`src/rtl/cosm_pkg.sv`:
```
// Package for the control output safety monitor: codes, limits and payload types.
`default_nettype none

package cosm_pkg;

    // Event codes carried in the operation field
    localparam logic [1:0] OP_VALIDATE = 2'd0;
    localparam logic [1:0] OP_SENSOR   = 2'd1;
    localparam logic [1:0] OP_REQUEST  = 2'd2;
    localparam logic [1:0] OP_CLEAR    = 2'd3;

    // Threat kinds
    localparam logic [1:0] KIND_NONE   = 2'd0;
    localparam logic [1:0] KIND_UNSAFE = 2'd1;
    localparam logic [1:0] KIND_SPOOF  = 2'd2;
    localparam logic [1:0] KIND_RATE   = 2'd3;

    // Configuration register indexes
    localparam logic [1:0] REG_MAX_OUTPUT_STEP   = 2'd0;
    localparam logic [1:0] REG_RISK_LIMIT        = 2'd1;
    localparam logic [1:0] REG_REQUEST_WINDOW_MS = 2'd2;

    // Configuration reset values
    localparam logic [14:0] MAX_OUTPUT_STEP_RST   = 15'd1000;
    localparam logic [14:0] RISK_LIMIT_RST        = 15'd70;
    localparam logic [15:0] REQUEST_WINDOW_MS_RST = 16'd1000;

    // Fixed thresholds and limits; the temperature and output limits are in hundredths
    localparam logic signed [15:0] HOT_LIMIT      = 16'sd15000;
    localparam logic signed [15:0] LOW_OUTPUT     = 16'sd8000;
    localparam logic [6:0]         LOW_CONFIDENCE = 7'd30;
    localparam logic [7:0]         REQUEST_CAP    = 8'd10;
    localparam logic [7:0]         TALLY_MAX      = 8'hFF;
    localparam logic [15:0]        TOTAL_MAX      = 16'hFFFF;
    localparam logic [2:0]         HEALTH_FULL    = 3'd5;

    localparam int CFG_DATA_W = 16;

    typedef struct packed {
        logic [1:0]         operation;
        logic signed [15:0] sample_value;
        logic signed [15:0] temperature_now;
        logic signed [15:0] temperature_goal;
        logic signed [15:0] risk_value;
        logic [6:0]         confidence;
        logic signed [15:0] lower_limit;
        logic signed [15:0] upper_limit;
        logic [15:0]        max_sensor_step;
        logic [31:0]        time_ms;
    } cmd_t;

    typedef struct packed {
        logic        accepted;
        logic        safe_now;
        logic [1:0]  threat_kind;
        logic [15:0] threats_seen;
        logic [2:0]  sanity_fifths;
        logic [7:0]  requests_in_window;
    } rsp_t;

    // Magnitude of the difference of two signed 16-bit values
    function automatic logic [16:0] abs_diff(input logic signed [15:0] a,
                                             input logic signed [15:0] b);
        logic signed [16:0] ax;
        logic signed [16:0] bx;
        begin
            ax = 17'(a);
            bx = 17'(b);
            abs_diff = (ax > bx) ? 17'(ax - bx) : 17'(bx - ax);
        end
    endfunction

endpackage

`default_nettype wire

```
`src/rtl/control_output_safety_monitor.sv`:
```
// Top level of the control output safety monitor: event checks and threat state.
//
// Usage:
//   Events enter on the cmd channel (cmd_valid / cmd_stall / cmd) and each one
//   gives exactly one result on the rsp channel (rsp_valid / rsp_stall / rsp).
//   A transfer happens at a rising edge with valid high and stall low.
//   An event is captured in an input register, checked against the monitor
//   state by compare logic and written to the result register, which
//   presents the result on the rsp channel. One event is taken every cycle
//   while the receiver keeps taking results.
//   The input and result registers part the two sides; when the receiver
//   stalls with a result waiting, an empty input register still takes one
//   event, and cmd_stall rises only once that register is also full.
//   Configuration registers are written through cfg_we / cfg_index / cfg_data; the user
//   must write them only while no event is in flight, as the block does not enforce it.
//   Reset (rst_n low, asynchronous) empties both registers, loads the
//   configuration defaults and returns the monitor to safe, no threat, full
//   health, zero counts and last output zero.
`default_nettype none

module control_output_safety_monitor (
    input  wire logic                          clk,
    input  wire logic                          rst_n,
    input  wire logic                          cmd_valid,
    output logic                               cmd_stall,
    input  wire cosm_pkg::cmd_t                cmd,
    output logic                               rsp_valid,
    input  wire logic                          rsp_stall,
    output cosm_pkg::rsp_t                     rsp,
    input  wire logic                          cfg_we,
    input  wire logic [1:0]                    cfg_index,
    input  wire logic [cosm_pkg::CFG_DATA_W-1:0] cfg_data
);

    // Configuration
    logic [14:0] max_output_step_reg;
    logic [14:0] risk_limit_reg;
    logic [15:0] request_window_ms_reg;

    // Monitor state
    logic signed [15:0] last_output_reg, last_output_next;
    logic [1:0]         threat_reg, threat_next;
    logic [15:0]        total_reg, total_next;
    logic               safe_reg, safe_next;
    logic [2:0]         health_reg, health_next;
    logic [7:0]         tally_reg, tally_next;
    logic [31:0]        window_start_reg, window_start_next;

    // Pipeline registers
    logic               in_valid_reg;
    cosm_pkg::cmd_t     in_reg;
    logic               out_valid_reg;
    cosm_pkg::rsp_t     out_reg, out_next;

    logic               advance;
    logic               in_ready;
    logic               fire;

    // Check terms
    logic [16:0]        diff_last;
    logic               hot;
    logic               low_out;
    logic               unsafe_heur;
    logic               step_too_big;
    logic               risk_high;
    logic               out_of_range;
    logic               sensor_jump;
    logic [31:0]        elapsed;
    logic               in_window;
    logic [7:0]         tally_inc;
    logic               ok;
    logic               raise;
    logic [1:0]         raise_kind;

    assign advance   = !out_valid_reg || !rsp_stall;
    assign in_ready  = !in_valid_reg || advance;
    assign fire      = in_valid_reg && advance;
    assign cmd_stall = !in_ready;
    assign rsp_valid = out_valid_reg;
    assign rsp       = out_reg;

    // Write configuration registers
    always_ff @(posedge clk or negedge rst_n)
    begin
        if (!rst_n)
        begin
            max_output_step_reg   <= cosm_pkg::MAX_OUTPUT_STEP_RST;
            risk_limit_reg        <= cosm_pkg::RISK_LIMIT_RST;
            request_window_ms_reg <= cosm_pkg::REQUEST_WINDOW_MS_RST;
        end
        else if (cfg_we)
        begin
            case (cfg_index)
                cosm_pkg::REG_MAX_OUTPUT_STEP:   max_output_step_reg <= cfg_data[14:0];
                cosm_pkg::REG_RISK_LIMIT:        risk_limit_reg <= cfg_data[14:0];
                cosm_pkg::REG_REQUEST_WINDOW_MS: request_window_ms_reg <= cfg_data[15:0];
                default:                         ;
            endcase
        end
    end

    // Compare terms shared by the event checks
    always_comb
    begin
        diff_last    = cosm_pkg::abs_diff(in_reg.sample_value, last_output_reg);
        hot          = in_reg.temperature_now > in_reg.temperature_goal;
        low_out      = in_reg.sample_value < cosm_pkg::LOW_OUTPUT;
        unsafe_heur  = (in_reg.temperature_now > cosm_pkg::HOT_LIMIT && low_out) ||
                       (in_reg.confidence < cosm_pkg::LOW_CONFIDENCE && hot && low_out);
        step_too_big = diff_last > {2'b00, max_output_step_reg};
        risk_high    = 17'(in_reg.risk_value) > $signed({2'b00, risk_limit_reg}) &&
                       in_reg.sample_value < last_output_reg && hot;
        out_of_range = in_reg.sample_value < in_reg.lower_limit ||
                       in_reg.sample_value > in_reg.upper_limit;
        sensor_jump  = last_output_reg != 16'sd0 &&
                       diff_last > {1'b0, in_reg.max_sensor_step};
        elapsed      = in_reg.time_ms - window_start_reg;
        in_window    = elapsed < {16'd0, request_window_ms_reg};
        tally_inc    = (tally_reg == cosm_pkg::TALLY_MAX) ? tally_reg : tally_reg + 8'd1;
    end

    // Decide the event outcome and the next monitor state
    always_comb
    begin
        ok                = 1'b1;
        raise             = 1'b0;
        raise_kind        = cosm_pkg::KIND_NONE;
        last_output_next  = last_output_reg;
        threat_next       = threat_reg;
        total_next        = total_reg;
        safe_next         = safe_reg;
        health_next       = health_reg;
        tally_next        = tally_reg;
        window_start_next = window_start_reg;

        case (in_reg.operation)
            cosm_pkg::OP_VALIDATE:
            begin
                if (unsafe_heur)
                begin
                    raise      = 1'b1;
                    raise_kind = cosm_pkg::KIND_UNSAFE;
                    ok         = 1'b0;
                end
                else if (step_too_big)
                begin
                    ok = 1'b0;
                end
                else if (risk_high)
                begin
                    raise      = 1'b1;
                    raise_kind = cosm_pkg::KIND_UNSAFE;
                    ok         = 1'b0;
                end
                else
                begin
                    last_output_next = in_reg.sample_value;
                end
            end
            cosm_pkg::OP_SENSOR:
            begin
                if (out_of_range || sensor_jump)
                begin
                    raise      = 1'b1;
                    raise_kind = cosm_pkg::KIND_SPOOF;
                    ok         = 1'b0;
                end
            end
            cosm_pkg::OP_REQUEST:
            begin
                if (in_window)
                begin
                    tally_next = tally_inc;
                    if (tally_inc > cosm_pkg::REQUEST_CAP)
                    begin
                        raise      = 1'b1;
                        raise_kind = cosm_pkg::KIND_RATE;
                        ok         = 1'b0;
                    end
                end
                else
                begin
                    tally_next        = 8'd1;
                    window_start_next = in_reg.time_ms;
                end
            end
            cosm_pkg::OP_CLEAR:
            begin
                if (total_reg != 16'd0)
                begin
                    threat_next = cosm_pkg::KIND_NONE;
                    safe_next   = 1'b1;
                    health_next = cosm_pkg::HEALTH_FULL;
                    tally_next  = 8'd0;
                end
            end
            default:
            begin
                ok = 1'b1;
            end
        endcase

        // Raise a threat: record kind, count it, drop health by one fifth
        if (raise)
        begin
            threat_next = raise_kind;
            safe_next   = 1'b0;
            if (total_reg != cosm_pkg::TOTAL_MAX)
            begin
                total_next = total_reg + 16'd1;
            end
            if (health_reg != 3'd0)
            begin
                health_next = health_reg - 3'd1;
            end
        end

        out_next.accepted           = ok;
        out_next.safe_now           = safe_next;
        out_next.threat_kind        = threat_next;
        out_next.threats_seen       = total_next;
        out_next.sanity_fifths      = health_next;
        out_next.requests_in_window = tally_next;
    end

    // Advance the input register and the monitor state
    always_ff @(posedge clk or negedge rst_n)
    begin
        if (!rst_n)
        begin
            in_valid_reg     <= 1'b0;
            out_valid_reg    <= 1'b0;
            last_output_reg  <= 16'sd0;
            threat_reg       <= cosm_pkg::KIND_NONE;
            total_reg        <= 16'd0;
            safe_reg         <= 1'b1;
            health_reg       <= cosm_pkg::HEALTH_FULL;
            tally_reg        <= 8'd0;
            window_start_reg <= 32'd0;
        end
        else
        begin
            if (in_ready)
            begin
                in_valid_reg <= cmd_valid;
            end
            if (advance)
            begin
                out_valid_reg <= in_valid_reg;
            end
            if (fire)
            begin
                last_output_reg  <= last_output_next;
                threat_reg       <= threat_next;
                total_reg        <= total_next;
                safe_reg         <= safe_next;
                health_reg       <= health_next;
                tally_reg        <= tally_next;
                window_start_reg <= window_start_next;
            end
        end
    end

    // Capture payloads; hold them while the stage is blocked
    always_ff @(posedge clk)
    begin
        if (in_ready && cmd_valid)
        begin
            in_reg <= cmd;
        end
        if (fire)
        begin
            out_reg <= out_next;
        end
    end

`ifndef SYNTH
    // Health never rises above full
    a_health_range: assert property (@(posedge clk) disable iff (!rst_n)
        health_reg <= cosm_pkg::HEALTH_FULL)
        else $error("health score above full");

    // Safe exactly when no threat kind is held
    a_safe_matches_kind: assert property (@(posedge clk) disable iff (!rst_n)
        safe_reg == (threat_reg == cosm_pkg::KIND_NONE))
        else $error("safe flag disagrees with threat kind");

    // An unsafe state always has at least one counted threat
    a_unsafe_counted: assert property (@(posedge clk) disable iff (!rst_n)
        !safe_reg |-> total_reg != 16'd0)
        else $error("threat active with zero count");

    // Stall the input only when both registers are full and the output is blocked
    a_stall_cause: assert property (@(posedge clk) disable iff (!rst_n)
        cmd_stall |-> (rsp_valid && rsp_stall && in_valid_reg))
        else $error("input stalled without a blocked output");

    // Threat count never falls
    a_total_monotonic: assert property (@(posedge clk) disable iff (!rst_n)
        total_reg >= $past(total_reg))
        else $error("threat count decreased");
`endif

endmodule

`default_nettype wire

```
`config.mk`:
```
export PLATFORM = sky130hd
export DESIGN_NAME = control_output_safety_monitor
export DESIGN_NICKNAME = d
export VERILOG_FILES = /design/src/rtl/cosm_pkg.sv /design/src/rtl/control_output_safety_monitor.sv
export SDC_FILE = /design/constraint.sdc
export NUM_CORES = 1
export LEC_CHECK = 0
export BUFFER_PORTS_ARGS = -buffer_cell sky130_fd_sc_hd__buf_4
export CAP_MARGIN = 20
export CELL_PAD_IN_SITES_DETAIL_PLACEMENT = 1
export CELL_PAD_IN_SITES_GLOBAL_PLACEMENT = 1
export CORE_ASPECT_RATIO = 1.1
export CORE_UTILIZATION = 51
export CTS_CLUSTER_SIZE = 10
export DETAILED_ROUTE_END_ITERATION = 16
export GPL_ROUTABILITY_DRIVEN = 0
export GPL_TIMING_DRIVEN = 0
export HOLD_SLACK_MARGIN = 0.03
export MAX_ROUTING_LAYER = met4
export PLACE_DENSITY = 0.89
export SYNTH_ARGS = -nofsm -noshare
export SYNTH_HDL_FRONTEND = slang
export SYNTH_SLANG_ARGS = --single-unit
```
`constraint.sdc`:
```
create_clock -name clk -period 15.8 [get_ports clk]
set_clock_uncertainty 0.05 [all_clocks]
set_input_delay 1.58 -clock clk [delete_from_list [all_inputs] [get_ports clk]]
set_output_delay 1.58 -clock clk [all_outputs]
set_load 0.005 [all_outputs]
```
==> run_results.csv <==
group,metric,value,unit
global_route,grt_start_max_net_pins,94,
clock_tree,clkSlewWorstSetupHoldPaths,0.06,ns
sta,setup_viol_count_final,0,
setup_path,path_max_fanout,9,
clock_tree,cts_hold_buf,0,
sta,fin_crit_sh,46.0,%
clock_tree,cts_root_buffer,"clkbuf_16",
setup_path,reg2reg_setup_slack,8.53,ns
global_route,grt_pass1_vias,15444,
sta,hold_violations,0,
synthesis,yosys_warnings,0,
synthesis,synthCells,1658,
floorplanning,chipWidth,181,um
route,met1_length,19.7,mm
power_and_ir_drop,leakage,9.49,nW
route,drt_iter0_drc,676,
global_route,grt_pass1_wl,81.2,mm
synthesis,ys_ff_latch,309,
power_and_ir_drop,worst_ir_drop_vdd,0.0970,mV
setup_path,path_cells,"inv_1 -> ha_1 -> nor2b_1 -> o2111a_1 -> a211oi_1 -> o311a_1 -> nor2_4 -> mux2_2 -> a21oi_1 -> o21ai_0 -> a21oi_1 -> o21ai_0 -> xor2_1 -> ha_1 -> a21oi_1 -> nor2b_1 -> o21ai_0 -> a21oi_1 -> o32ai_1 -> nor3b_1 -> a41oi_1 -> o211a_4 -> nor2_1 -> o21ai_0",
cells_and_area,seq_area,8670,sq um
setup_path,crit_path_end_kind,"flip-flop",
setup_path,startpoint_type,"flip-flop",
route,wl_met3,2.42,mm
synthesis,synth.avg_cell_area,10.9,sq um
synthesis,synth-edff-count,183,
worst_hold_path,hold_depth,1,
sta,slew_violations,0,
clock_tree,post-cts-setup-buffer-count,0,
sta,tns,0,ns
synthesis,synth.area.top_cells,"edfxtp_1 (30%), dfrtp_1 (15%), ha_1 (12%)",
setup_path,cp.buffers_inverters,1,
cells_and_area,post-route-util,61.9,%
setup_path,slowest_stage,"a211oi_1",
floorplanning,pin_count,209,
setup_path,slowest_delay,0.53,ns
setup_path,cp_top_family,"compound AO/OA/AOI/OAI gates",
synthesis,synth_area,18100,sq um
cells_and_area,antenna_cells,0,
worst_hold_path,hp-class,"reg -> reg",
route,routed_wl,51.0,mm
cells_and_area,drive_above_1_share,20.7,%
clock_tree,clock_path_buffers,3,
route,top_layer_used,"met4",
global_route,antenna_found_initial,0,
floorplanning,num_rows,71,
route,wl_met2,26.7,mm
floorplanning,start_util,52.3,%
global_route,grt_overflow,0,
sta,rsz0062_at_grt,"false",
floorplanning,fp.coreArea,34600,sq um
sta,worst_pin_slew,0.850,ns
worst_hold_path,min_from,"threat_reg[1]",
setup_path,required,16.00,ns
route,drc,0,
synthesis,synth_top_area_share,30.4,%
flow_run,cap_violations,0,
sta,fmax,0.138,GHz
clock_tree,cts_made_buffers,37,
clock_tree,insertion_delay,0.56,ns
setup_path,timing.rr.start,"last_output_reg[1]",
route,first_pass_iters,5,
route,wl_per_cell,21.5,um
setup_path,worstPathArrival,7.46,ns
clock_tree,clock-sinks,309,
setup_path,ff2ff_path_depth,24,
synthesis,yosys.area.top_type,"edfxtp_1",
cells_and_area,multi_input_area,8350,sq um
synthesis,ys_async_sr_fraction,40.8,%
cells_and_area,num-fill-cells,3636,
clock_tree,htreeDepth,2,
synthesis,synth_cell_type_count,92,
placement,portBuffers,207,
status,status,"finished clean",
global_route,grt_use_total,29.6,%
power_and_ir_drop,power.density,155,nW/um^2
synthesis,ys.flop_type,"edfxtp_1",
synthesis,yosysSeqAreaShare,48.0,%
worst_hold_path,min_to,"threat_reg[1]",
route,drtAntennaViolNets,0,
synthesis,syn_nets,2014,
floorplanning,die_area,36200,sq um
cells_and_area,fin_nets,2264,
sta,finalCriticalPeriod,7.27,ns
floorplanning,dieHeight,199,um
cells_and_area,syn_to_final_growth,18.4,%
setup_path,path_class,"reg -> reg",
placement,place_hpwl,37.5,mm
route,num_vias,14126,
setup_path,r2r-end,"rsp[12]",
route,viasPerCell,5.95,
clock_tree,cts_tree,"done",
clock_tree,cts-resized-gates,0,
cells_and_area,largest_reg_flops,152,
sta,relSlewSlack,41.8,%
## worst max-delay path by stage
stage / from / to / depth (start not counted)
2_1_floorplan: rsp_stall / in_reg[0] / 2
3_3_place_gp: rsp_stall / in_reg[120] / 3
3_5_place_dp: last_output_reg[1] / rsp[10] / 24
4_1_cts: last_output_reg[1] / rsp[12] / 24
5_1_grt: last_output_reg[1] / rsp[12] / 24
6_report: last_output_reg[1] / rsp[12] / 24
## placed cells by master, fill, tap and decap left out, types with 30 or more instances in the layout
cell and n:
buf_4 211, inv_1 207, edfxtp_1 183, ha_1 177, dfrtp_1 108, a21oi_1 102, nand2_1 100, o21ai_0 75
nor2_1 65, mux2_2 65, clkbuf_1 46, xnor2_1 42, nand4_1 40, clkbuf_16 39, nand3_1 37, a21o_1 30
## report_power, final
group / leakage (nW) / internal (mW) / switching (mW) / total [mW]
logic: 5.73 / 0.599 / 0.837 / 1.44
registers: 3.23 / 0.996 / 0.0842 / 1.08
clock network: 0.534 / 0.470 / 0.331 / 0.800
## kinds of logic after synthesis
logic type | synth area share, %
AND/OR/NAND/NOR | 11.0
AO/OA/AOI/OAI | 13.8
flip-flops | 48.0
buffers and inverters | 5.79
adder cells (fa/ha/maj) | 12.6
multiplexers | 5.99
XOR/XNOR | 2.85
## stage by stage
| step | hold slack, ns | setup slack, ns | instance area (sq um) | cells | power (mW) |
|---|---|---|---|---|---|
| after global routing | 0.461 | 8.09 | 21400 | 2373 | 3.53 |
| after CTS | 0.438 | 8.67 | 21400 | 2373 | 3.33 |
| final | 0.436 | 8.53 | 21400 | 2373 | 3.32 |
| after detailed placement | 0.424 | 8.85 | 20300 | 2307 | 2.49 |
| after global placement | 0.407 | 8.44 | 20200 | 2303 | 2.38 |
| after floorplan | 0.399 | 10.04 | 18100 | 1658 | 2.06 |
## cell type report
type,instances,area share (%)
flip-flops and latches,309,40.5
multi-input cells,1089,39.0
repair buffers,211,7.80
clock buffers,64,5.14
inverters,207,3.63
well taps,438,2.56
plain buffers,53,1.26
clock inverters,2,0.0585
## layer usage
| metal | up-vias | GRT usage, % |
|---|---|---|
| li1 | 6546 | - |
| met1 | 7017 | 31.9 |
| met2 | 419 | 53.1 |
| met3 | 144 | 5.47 |
| met4 | 0 | 13.0 |
| met5 | - | - |
## Yosys cell counts, drive strengths merged (14+ instances only)
cell type / count
a211oi: 15
a21o: 30
a21oi: 106
a31oi: 22
and3: 14
and4: 14
buf: 27
clkbuf: 26
dfrtp: 108
dfstp: 18
edfxtp: 183
ha: 177
inv: 207
mux2: 72
mux2i: 27
nand2: 100
nand3: 37
nand4: 41
nor2: 66
nor2b: 17
nor3: 26
o211ai: 15
o21a: 20
o21ai: 78
xnor2: 43
xor2: 15
Note: power is estimated with default switching activity, not from simulation.
